==> src/hw/rtl/stdu_pkg.sv <==
// Shared types and constants for the swizzled indexed texture decode unit.
// Used by the output queue and the top level; no dependencies.
`default_nettype none

package stdu_pkg;

  localparam int PALETTE_DEPTH_DEF = 256;
  localparam int MAX_DIM           = 1024;
  localparam int MAX_PITCH         = 4096;
  localparam int BLOCK_H           = 8;
  localparam int BLOCK_BYTES       = 128;

  // output queue: power of two, holds two words in flight plus two queued
  localparam int OUT_DEPTH = 4;
  localparam int OUT_PTR_W = $clog2(OUT_DEPTH);
  localparam int OUT_LVL_W = $clog2(OUT_DEPTH + 1);

  localparam logic OP_PALETTE = 1'b0;
  localparam logic OP_TEXEL   = 1'b1;

  typedef enum logic [1:0] {
    MODE_IDX4,
    MODE_IDX8,
    MODE_IDX16,
    MODE_IDX32
  } idx_mode_t;

  typedef enum logic [2:0] {
    CFG_INDEX_MODE,
    CFG_SWIZZLED,
    CFG_ROW_PITCH,
    CFG_WIDTH_LOG2,
    CFG_PALETTE_SIZE
  } cfg_reg_t;

  typedef struct packed {
    logic [9:0] px;
    logic [9:0] py;
    logic       bad;
    logic       last;
  } pix_t;

  typedef struct packed {
    logic [31:0] color;
    logic [9:0]  py;
    logic [9:0]  px;
    logic        bad;
    logic        last;
  } out_word_t;

  // up to two words pushed per cycle
  typedef struct packed {
    logic [1:0] cnt;
    out_word_t  w0;
    out_word_t  w1;
  } fifo_push_t;

endpackage

`default_nettype wire

==> src/hw/rtl/stdu_out_fifo.sv <==
// Result queue: takes zero, one or two words per cycle, hands out one while pop_ready is high.
// Depends on stdu_pkg.
`default_nettype none

module stdu_out_fifo (
  input  wire logic                            clk,
  input  wire logic                            rst_n,
  input  wire stdu_pkg::fifo_push_t            push,
  input  wire logic                            pop_ready,
  output      logic                            pop_valid,
  output      stdu_pkg::out_word_t             pop_word,
  output      logic [stdu_pkg::OUT_LVL_W-1:0]  level
);
  import stdu_pkg::*;

  out_word_t              slots_r [OUT_DEPTH];
  logic [OUT_PTR_W-1:0]   wr_ptr_r;
  logic [OUT_PTR_W-1:0]   rd_ptr_r;
  logic [OUT_LVL_W-1:0]   level_r;
  logic [OUT_PTR_W-1:0]   wr_ptr_inc;
  logic                   pop;

  assign pop_valid  = (level_r != '0);
  assign pop        = pop_valid && pop_ready;
  assign pop_word   = slots_r[rd_ptr_r];
  assign level      = level_r;
  assign wr_ptr_inc = OUT_PTR_W'(wr_ptr_r + 1'b1);

  always_ff @(posedge clk) begin
    if (push.cnt != 2'd0) begin
      slots_r[wr_ptr_r] <= push.w0;
    end
    if (push.cnt == 2'd2) begin
      slots_r[wr_ptr_inc] <= push.w1;
    end
  end

  always_ff @(posedge clk) begin
    if (!rst_n) begin
      wr_ptr_r <= '0;
      rd_ptr_r <= '0;
      level_r  <= '0;
    end else begin
      wr_ptr_r <= OUT_PTR_W'(wr_ptr_r + OUT_PTR_W'(push.cnt));
      rd_ptr_r <= OUT_PTR_W'(rd_ptr_r + OUT_PTR_W'(pop));
      level_r  <= OUT_LVL_W'(level_r + OUT_LVL_W'(push.cnt) - OUT_LVL_W'(pop));
    end
  end

endmodule

`default_nettype wire

==> config.mk <==
export PLATFORM = sky130hd
export DESIGN_NAME = stdu_out_fifo
export DESIGN_NICKNAME = d
export VERILOG_FILES = /design/src/hw/rtl/stdu_pkg.sv /design/src/hw/rtl/stdu_out_fifo.sv
export SDC_FILE = /design/constraint.sdc
export NUM_CORES = 1
export LEC_CHECK = 0
export ABC_AREA = 1
export BUFFER_PORTS_ARGS = -buffer_cell sky130_fd_sc_hd__buf_2
export CAP_MARGIN = 0
export CORE_ASPECT_RATIO = 1.75
export CORE_MARGIN = 10
export CORE_UTILIZATION = 50
export CTS_CLUSTER_DIAMETER = 150
export DETAILED_ROUTE_END_ITERATION = 7
export PLACE_DENSITY = 0.72
export SLEW_MARGIN = 20
export SYNTH_ARGS = -nofsm -noshare
export SYNTH_HDL_FRONTEND = slang
export SYNTH_SLANG_ARGS = --single-unit
==> constraint.sdc <==
create_clock -name clk -period 10.4 [get_ports clk]
set_input_delay 2.08 -clock clk [delete_from_list [all_inputs] [get_ports clk]]
set_output_delay 2.08 -clock clk [all_outputs]
set_load 0.01 [all_outputs]
==> results.sh, run 1 <==
export IMPL_leakage_nw=5.16
export IMPL_grt_use_total_pct=19.6
export IMPL_antenna_found_initial=2
export IMPL_worstSetupPathType="flip-flop to output pin"
export IMPL_hold_viol=0
export IMPL_route_vias_total=8420
export IMPL_post_cts_buffers=0
export IMPL_holdBufCountCts=0
export IMPL_cap_viol_max_count=0
export IMPL_syn_inst=1115
export IMPL_cts_tree="yes"
export IMPL_dieHeight_um=214
export IMPL_setup_viol=0
export IMPL_rows=71
export IMPL_syn_nets=1232
export IMPL_clk_pin_slew_ns=0.07
export IMPL_core_area_mm2=0.0214
export IMPL_ctsRootBufferMaster="clkbuf_16"
export IMPL_drive_gt1_share_pct=19.3
export IMPL_clockBufferDepth=3
export IMPL_total_power_mw=2.51
export IMPL_critPathCaptureType="output pin"
export IMPL_wl_mm=27.6
export IMPL_synth_warnings=0
export IMPL_drc=0
export IMPL_arrival_ns=2.64
export IMPL_clk_latency_ns=0.50
export IMPL_ant_nets=0
export IMPL_yosysTopAreaCell="edfxtp_1"
export IMPL_grt_overflow=0
export IMPL_max_freq_mhz=212
export IMPL_fin_skew_ns=0.00839
export IMPL_initial_core_util_pct=50.4
export IMPL_port_buffers=170
export IMPL_start_kind="flip-flop"
export IMPL_place_inst=1508
export IMPL_synth_top_area_share_pct=60.1
export IMPL_grt_max_degree=111
export IMPL_grt_pass1_wl_mm=43.6
export IMPL_die_area_mm2=0.0281
export IMPL_synth_avg_cell_area_um2=9.67
export IMPL_final_period_utilization_pct=45.4
export IMPL_crit_fanout=56
export IMPL_area_growth_pct=15.4
export IMPL_ios=171
export IMPL_wire_per_inst_um=17.9
export IMPL_yosys_top_cells_area="edfxtp_1, o21ai_0, nand2_1"
export IMPL_post_route_util_pct=58.1
export IMPL_status="finished, final reports clean"
export IMPL_ir_worst_vdd_v=0.000104
export IMPL_chipWidth_um=131
export IMPL_path_cells="inv_2, o21ai_0, o22ai_1, buf_2"
export IMPL_htreeDepth=1
export IMPL_slowest_stage="inv_2"
export IMPL_clock_sinks=223
export IMPL_netlist_area_mm2=0.0108
export IMPL_setup_tns_ns=0
export IMPL_gp_congestion=0.846
export IMPL_ys_seq_area_share_pct=61.4
export IMPL_slew_headroom_pct=32.7
export IMPL_dr_pass1_iters=5
export IMPL_min_period_ns=4.72
export IMPL_final_cell_count_no_fill=1545
export IMPL_critPathRequiredTime_ns=8.32
export IMPL_hpwl_mm=17.0
export IMPL_hold_class="flip-flop to flip-flop"
export IMPL_rsz0062_at_grt="false"
export IMPL_yosysUniqueCellTypes=30
export IMPL_drt_iter0_markers=659
export IMPL_worst_path_largest_cell_delay_ns=0.82
export IMPL_final_net_count=1355
export IMPL_vias_per_cell=5.45
export IMPL_grt_pass1_vias=8499
export IMPL_ys_ff_latch=223
export IMPL_cp_num_buf_inv=2
export IMPL_cts_resized=0
export IMPL_slew_violations=0
export IMPL_pwr_density_cell_mw_per_mm2=201
export IMPL_cp_top_family="buffers and inverters"
export IMPL_cts_buffers=20
export IMPL_tightest_slew_ns=1.01
-- synthesized netlist by cell type (all sizes together) --
library cell and n:
clkinv 1, o22ai 54, nand4 1, ha 3, buf 23, a21oi 2, nand3 2, dfxtp 7
o21ai 324, edfxtp 216, nand2 236, nor2 119, xor2 1, o31ai 1, inv 66, clkbuf 55
xnor2 3, fa 1
-- final cells by class --
type                       instances  area (um2)
fill                            1855        8970
sequential                       223        6630
multi-input combinational        747        3580
timing repair buffer             179         926
clock buffer                      24         537
tap                              292         365
inverter                          67         253
clock inverter                    12         144
antenna                            1        2.50
-- worst reg2reg max path, cell delays in order (launching register included) --
cell	delay [ns]
dfxtp_1	0.40
nor2_1	0.36
nand2_8	0.42
nand2_2	0.72
buf_4	0.53
-- final timing paths --
kind | startpoint | end | slack [ns] | cells past startpoint
worst max-delay path | rd_ptr_r[1] | pop_word[2] | 5.68 | 4
worst max register to register | wr_ptr_r[0] | slots_r[1][30] | 7.59 | 4
worst min-delay path | level[2] | level[2] | 0.64 | 3
worst min register to register | level[2] | level[2] | 0.64 | 3
-- layout by cell type (no fill, tap or decap), types with 4 or more instances in the layout --
cell type / count
buf_2: 170
buf_4: 7
clkbuf_16: 21
dfxtp_1: 5
edfxtp_1: 216
inv_1: 62
inv_2: 4
nand2_1: 230
nor2_1: 116
o21ai_0: 280
o21ai_1: 29
o21ai_2: 15
o22ai_1: 54
-- per-stage QoR --
step	hold slack, ns	worst slack (ns)	instance area (um2)
final	0.637	5.68	12400
after global routing	0.667	5.51	12400
after CTS	0.637	5.65	12400
after detailed placement	0.627	5.54	11700
after global placement	0.615	5.60	11700
after floorplan	0.573	3.72	10800
-- report_power, final --
group          internal (mW)  total, mW  leakage [nW]  switching, mW
registers               1.10       1.13          2.09         0.0353
logic                  0.197      0.607          2.75          0.410
clock network          0.446      0.767         0.326          0.322
-- cells by family after synthesis --
| group | count (synthesis) | synth area share [%] |
|---|---|---|
| AND/OR/NAND/NOR | 358 | 13.1 |
| XOR/XNOR | 4 | 0.325 |
| buffers and inverters | 145 | 5.77 |
| AO/OA/AOI/OAI | 381 | 18.9 |
| flip-flops | 223 | 61.4 |
| adder cells (fa/ha/maj) | 4 | 0.534 |
-- flip-flops by register name, indices dropped and copies added (netlist names) --
name / cells
slots_r: 216
rd_ptr_r: 2
wr_ptr_r: 2
level: 3
-- metal layers --
layer  vias to the layer above  part of all wire, %  track usage (%)
li1                       4133                    -                -
met1                      3969                   35             20.3
met2                       255                   56             37.1
met3                        61                  5.6             2.99
met4                         2                  3.6             8.38
met5                         -                0.025                0
No activity file was read; power rests on OpenSTA's default activity.
==> run 2: changes to the inputs <==
- ABC_AREA: 1 -> 0
- PLACE_DENSITY: 0.72 -> 0.75
- clock period: 10.4 -> 4.3 ns (I/O delays scaled with it)
==> run 2 against run 1 <==
Clock power rose to 2.6 times the previous value. Sequential share of layout area down 1.2 points. Die area up 0.67%. Clock skew grew 0.0014 ns. Critical path type unchanged. Largest power group unchanged. Highest routed layer unchanged.
==> results.sh, run 2 <==
export IMPL_ys_flop_type="edfxtp_1"
export IMPL_dieHeight_um=215
export IMPL_post_cts_buffers=0
export IMPL_ir_worst_vdd_v=0.000356
export IMPL_grt_use_total_pct=17.9
export IMPL_critPathCaptureType="output pin"
export IMPL_synthArstFlopShare_pct=0
export IMPL_initial_core_util_pct=50.5
export IMPL_seq_area_mm2=0.00663
export IMPL_drive_gt1_share_pct=38.8
export IMPL_final_cell_mix="edfxtp_1, mux2_1, buf_2, mux4_2, clkbuf_16"
export IMPL_cts_buffers=22
export IMPL_area_growth_pct=17.0
export IMPL_final_period_utilization_pct=74.2
export IMPL_pwr_density_cell_mw_per_mm2=477
export IMPL_r2r_cells=3
export IMPL_yosys_top_cells_area="edfxtp_1, mux2_1, mux4_2"
export IMPL_wl_mm=26.2
export IMPL_synth_most_common_cell="edfxtp_1"
export IMPL_slew_violations=0
export IMPL_worstSetupPathType="flip-flop to output pin"
export IMPL_final_common_cell="edfxtp_1"
export IMPL_start_kind="flip-flop"
export IMPL_synth_avg_cell_area_um2=19.2
export IMPL_die_area_mm2=0.0283
export IMPL_arrival_ns=2.33
export IMPL_syn_nets=683
export IMPL_ant_nets=0
export IMPL_leakage_nw=4.49
export IMPL_final_net_count=849
export IMPL_clockBufferDepth=3
export IMPL_hold_viol=0
export IMPL_place_inst=1000
export IMPL_slowest_stage="dfxtp_4"
export IMPL_htreeDepth=1
export IMPL_netlist_area_mm2=0.0109
export IMPL_setup_viol=0
export IMPL_rows=71
export IMPL_crit_fanout=35
export IMPL_ios=171
export IMPL_fin_skew_ns=0.00983
export IMPL_critPathRequiredTime_ns=3.44
export IMPL_clk_pin_slew_ns=0.07
export IMPL_crit_cells=3
export IMPL_synth_top_area_share_pct=59.7
export IMPL_drt_iter0_markers=396
export IMPL_core_area_mm2=0.0215
export IMPL_ys_ff_latch=223
export IMPL_worst_path_largest_cell_delay_ns=0.68
export IMPL_hold_class="primary input to flip-flop"
export IMPL_chipWidth_um=131
export IMPL_yosysUniqueCellTypes=28
export IMPL_synth_top_cells_by_count="edfxtp_1, mux2_1, mux4_2"
export IMPL_setup_tns_ns=0
export IMPL_grt_pass1_wl_mm=39.6
export IMPL_port_buffers=170
export IMPL_dpl_instance_area_mm2=0.0120
export IMPL_final_cell_count_no_fill=1046
export IMPL_slew_headroom_pct=24.8
export IMPL_path_cells="buf_12, mux4_2, buf_2"
export IMPL_hold_slack_ns=0.681
export IMPL_rsz0062_at_grt="false"
export IMPL_drc=0
export IMPL_dr_pass1_iters=5
export IMPL_fillers=1682
export IMPL_largest_reg_flops=216
export IMPL_hpwl_mm=16.5
export IMPL_synth_warnings=0
export IMPL_holdBufCountCts=0
export IMPL_cts_resized=0
export IMPL_max_freq_mhz=313
export IMPL_multi_input_area_mm2=0.00399
export IMPL_wire_per_inst_um=25.1
export IMPL_clock_sinks=223
export IMPL_tightest_slew_ns=1.13
export IMPL_yosysTopAreaCell="edfxtp_1"
export IMPL_cap_viol_max_count=0
export IMPL_cp_num_buf_inv=2
export IMPL_worstHoldPathCells=2
export IMPL_ctsRootBufferMaster="clkbuf_16"
export IMPL_grt_pass1_vias=6989
export IMPL_cp_top_family="flip-flops"
export IMPL_fin_area_mm2=0.0127
export IMPL_gp_congestion=0.739
export IMPL_grt_overflow=0
export IMPL_grt_max_degree=55
export IMPL_route_vias_total=6039
export IMPL_syn_inst=566
export IMPL_top_register="slots_r"
export IMPL_status="finished, final reports clean"
export IMPL_vias_per_cell=5.77
export IMPL_clk_latency_ns=0.49
export IMPL_synth_edff_count=216
export IMPL_min_period_ns=3.19
export IMPL_antenna_found_initial=7
export IMPL_ys_seq_area_share_pct=61.0
export IMPL_cts_tree="yes"
## run 2: changes by cell type after synthesis, sizes merged, moves of 53 or more
| cell | previous run | this run |
|---|---|---|
| inv | 66 | 4 |
| o22ai | 54 | 0 |
| clkbuf | 55 | 2 |
| mux2 | 0 | 216 |
| mux4 | 0 | 54 |
| o21ai | 324 | 1 |
| nand2 | 236 | 2 |
| nor2 | 119 | 3 |
## run 2: kinds of logic after synthesis
kind of cell / share of synthesized area, %
buf+inv: 2.77
flops: 61.0
simple gates: 1.02
compound gates: 0.334
xor+xnor: 0.414
mux: 33.9
fa+ha+maj: 0.530
## run 2: worst paths after layout
path | start | to | slack, ns
worst max register to register | wr_ptr_r[1] | slots_r[0][36] | 1.77
worst min-delay path | push[94] | slots_r[1][40] | 0.68
worst min register to register | level[1] | rd_ptr_r[0] | 0.74
worst max-delay path | rd_ptr_r[0] | pop_word[51] | 1.11
## run 2: worst register-to-register path: cells and delay by family (launching register included)
family / cells / cell delay [ns]
and+or+nand+nor: 1 / 0.77
DFF: 1 / 0.57
muxes: 1 / 0.42
buffers and inverters: 1 / 0.51
## run 2: routing by layer
metal | vias up | track usage (%) | routed length [um]
met5 | - | 0 | 17
met1 | 3141 | 18.3 | 9070
met3 | 39 | 3.41 | 1440
met2 | 198 | 35.0 | 15100
li1 | 2657 | - | -
met4 | 4 | 6.44 | 646
## run 2: power breakdown
group | total, mW | switching (mW) | internal (mW) | leakage, nW
clock | 1.96 | 0.807 | 1.15 | 0.367
combinational | 1.31 | 0.669 | 0.638 | 2.04
sequential | 2.80 | 0.126 | 2.67 | 2.09
## run 2: per-stage QoR
step | setup WS (ns) | power [mW] | utilization [%]
5_1_grt | 0.948 | 6.30 | 59.1
3_3_place_gp | 1.44 | 4.13 | 55.7
2_1_floorplan | 0.201 | 3.64 | -
3_5_place_dp | 1.33 | 4.19 | 55.7
6_report | 1.11 | 6.06 | 59.2
4_1_cts | 1.04 | 6.14 | 59.1
## run 2: layout make-up
| class | instances | area share (%) |
|---|---|---|
| tap | 292 | 2.87 |
| timing repair buffer | 179 | 7.62 |
| multi-input combinational | 302 | 31.4 |
| clock buffer | 24 | 4.56 |
| clock inverter | 16 | 1.20 |
| sequential | 223 | 52.1 |
| antenna | 6 | 0.118 |
| inverter | 4 | 0.118 |
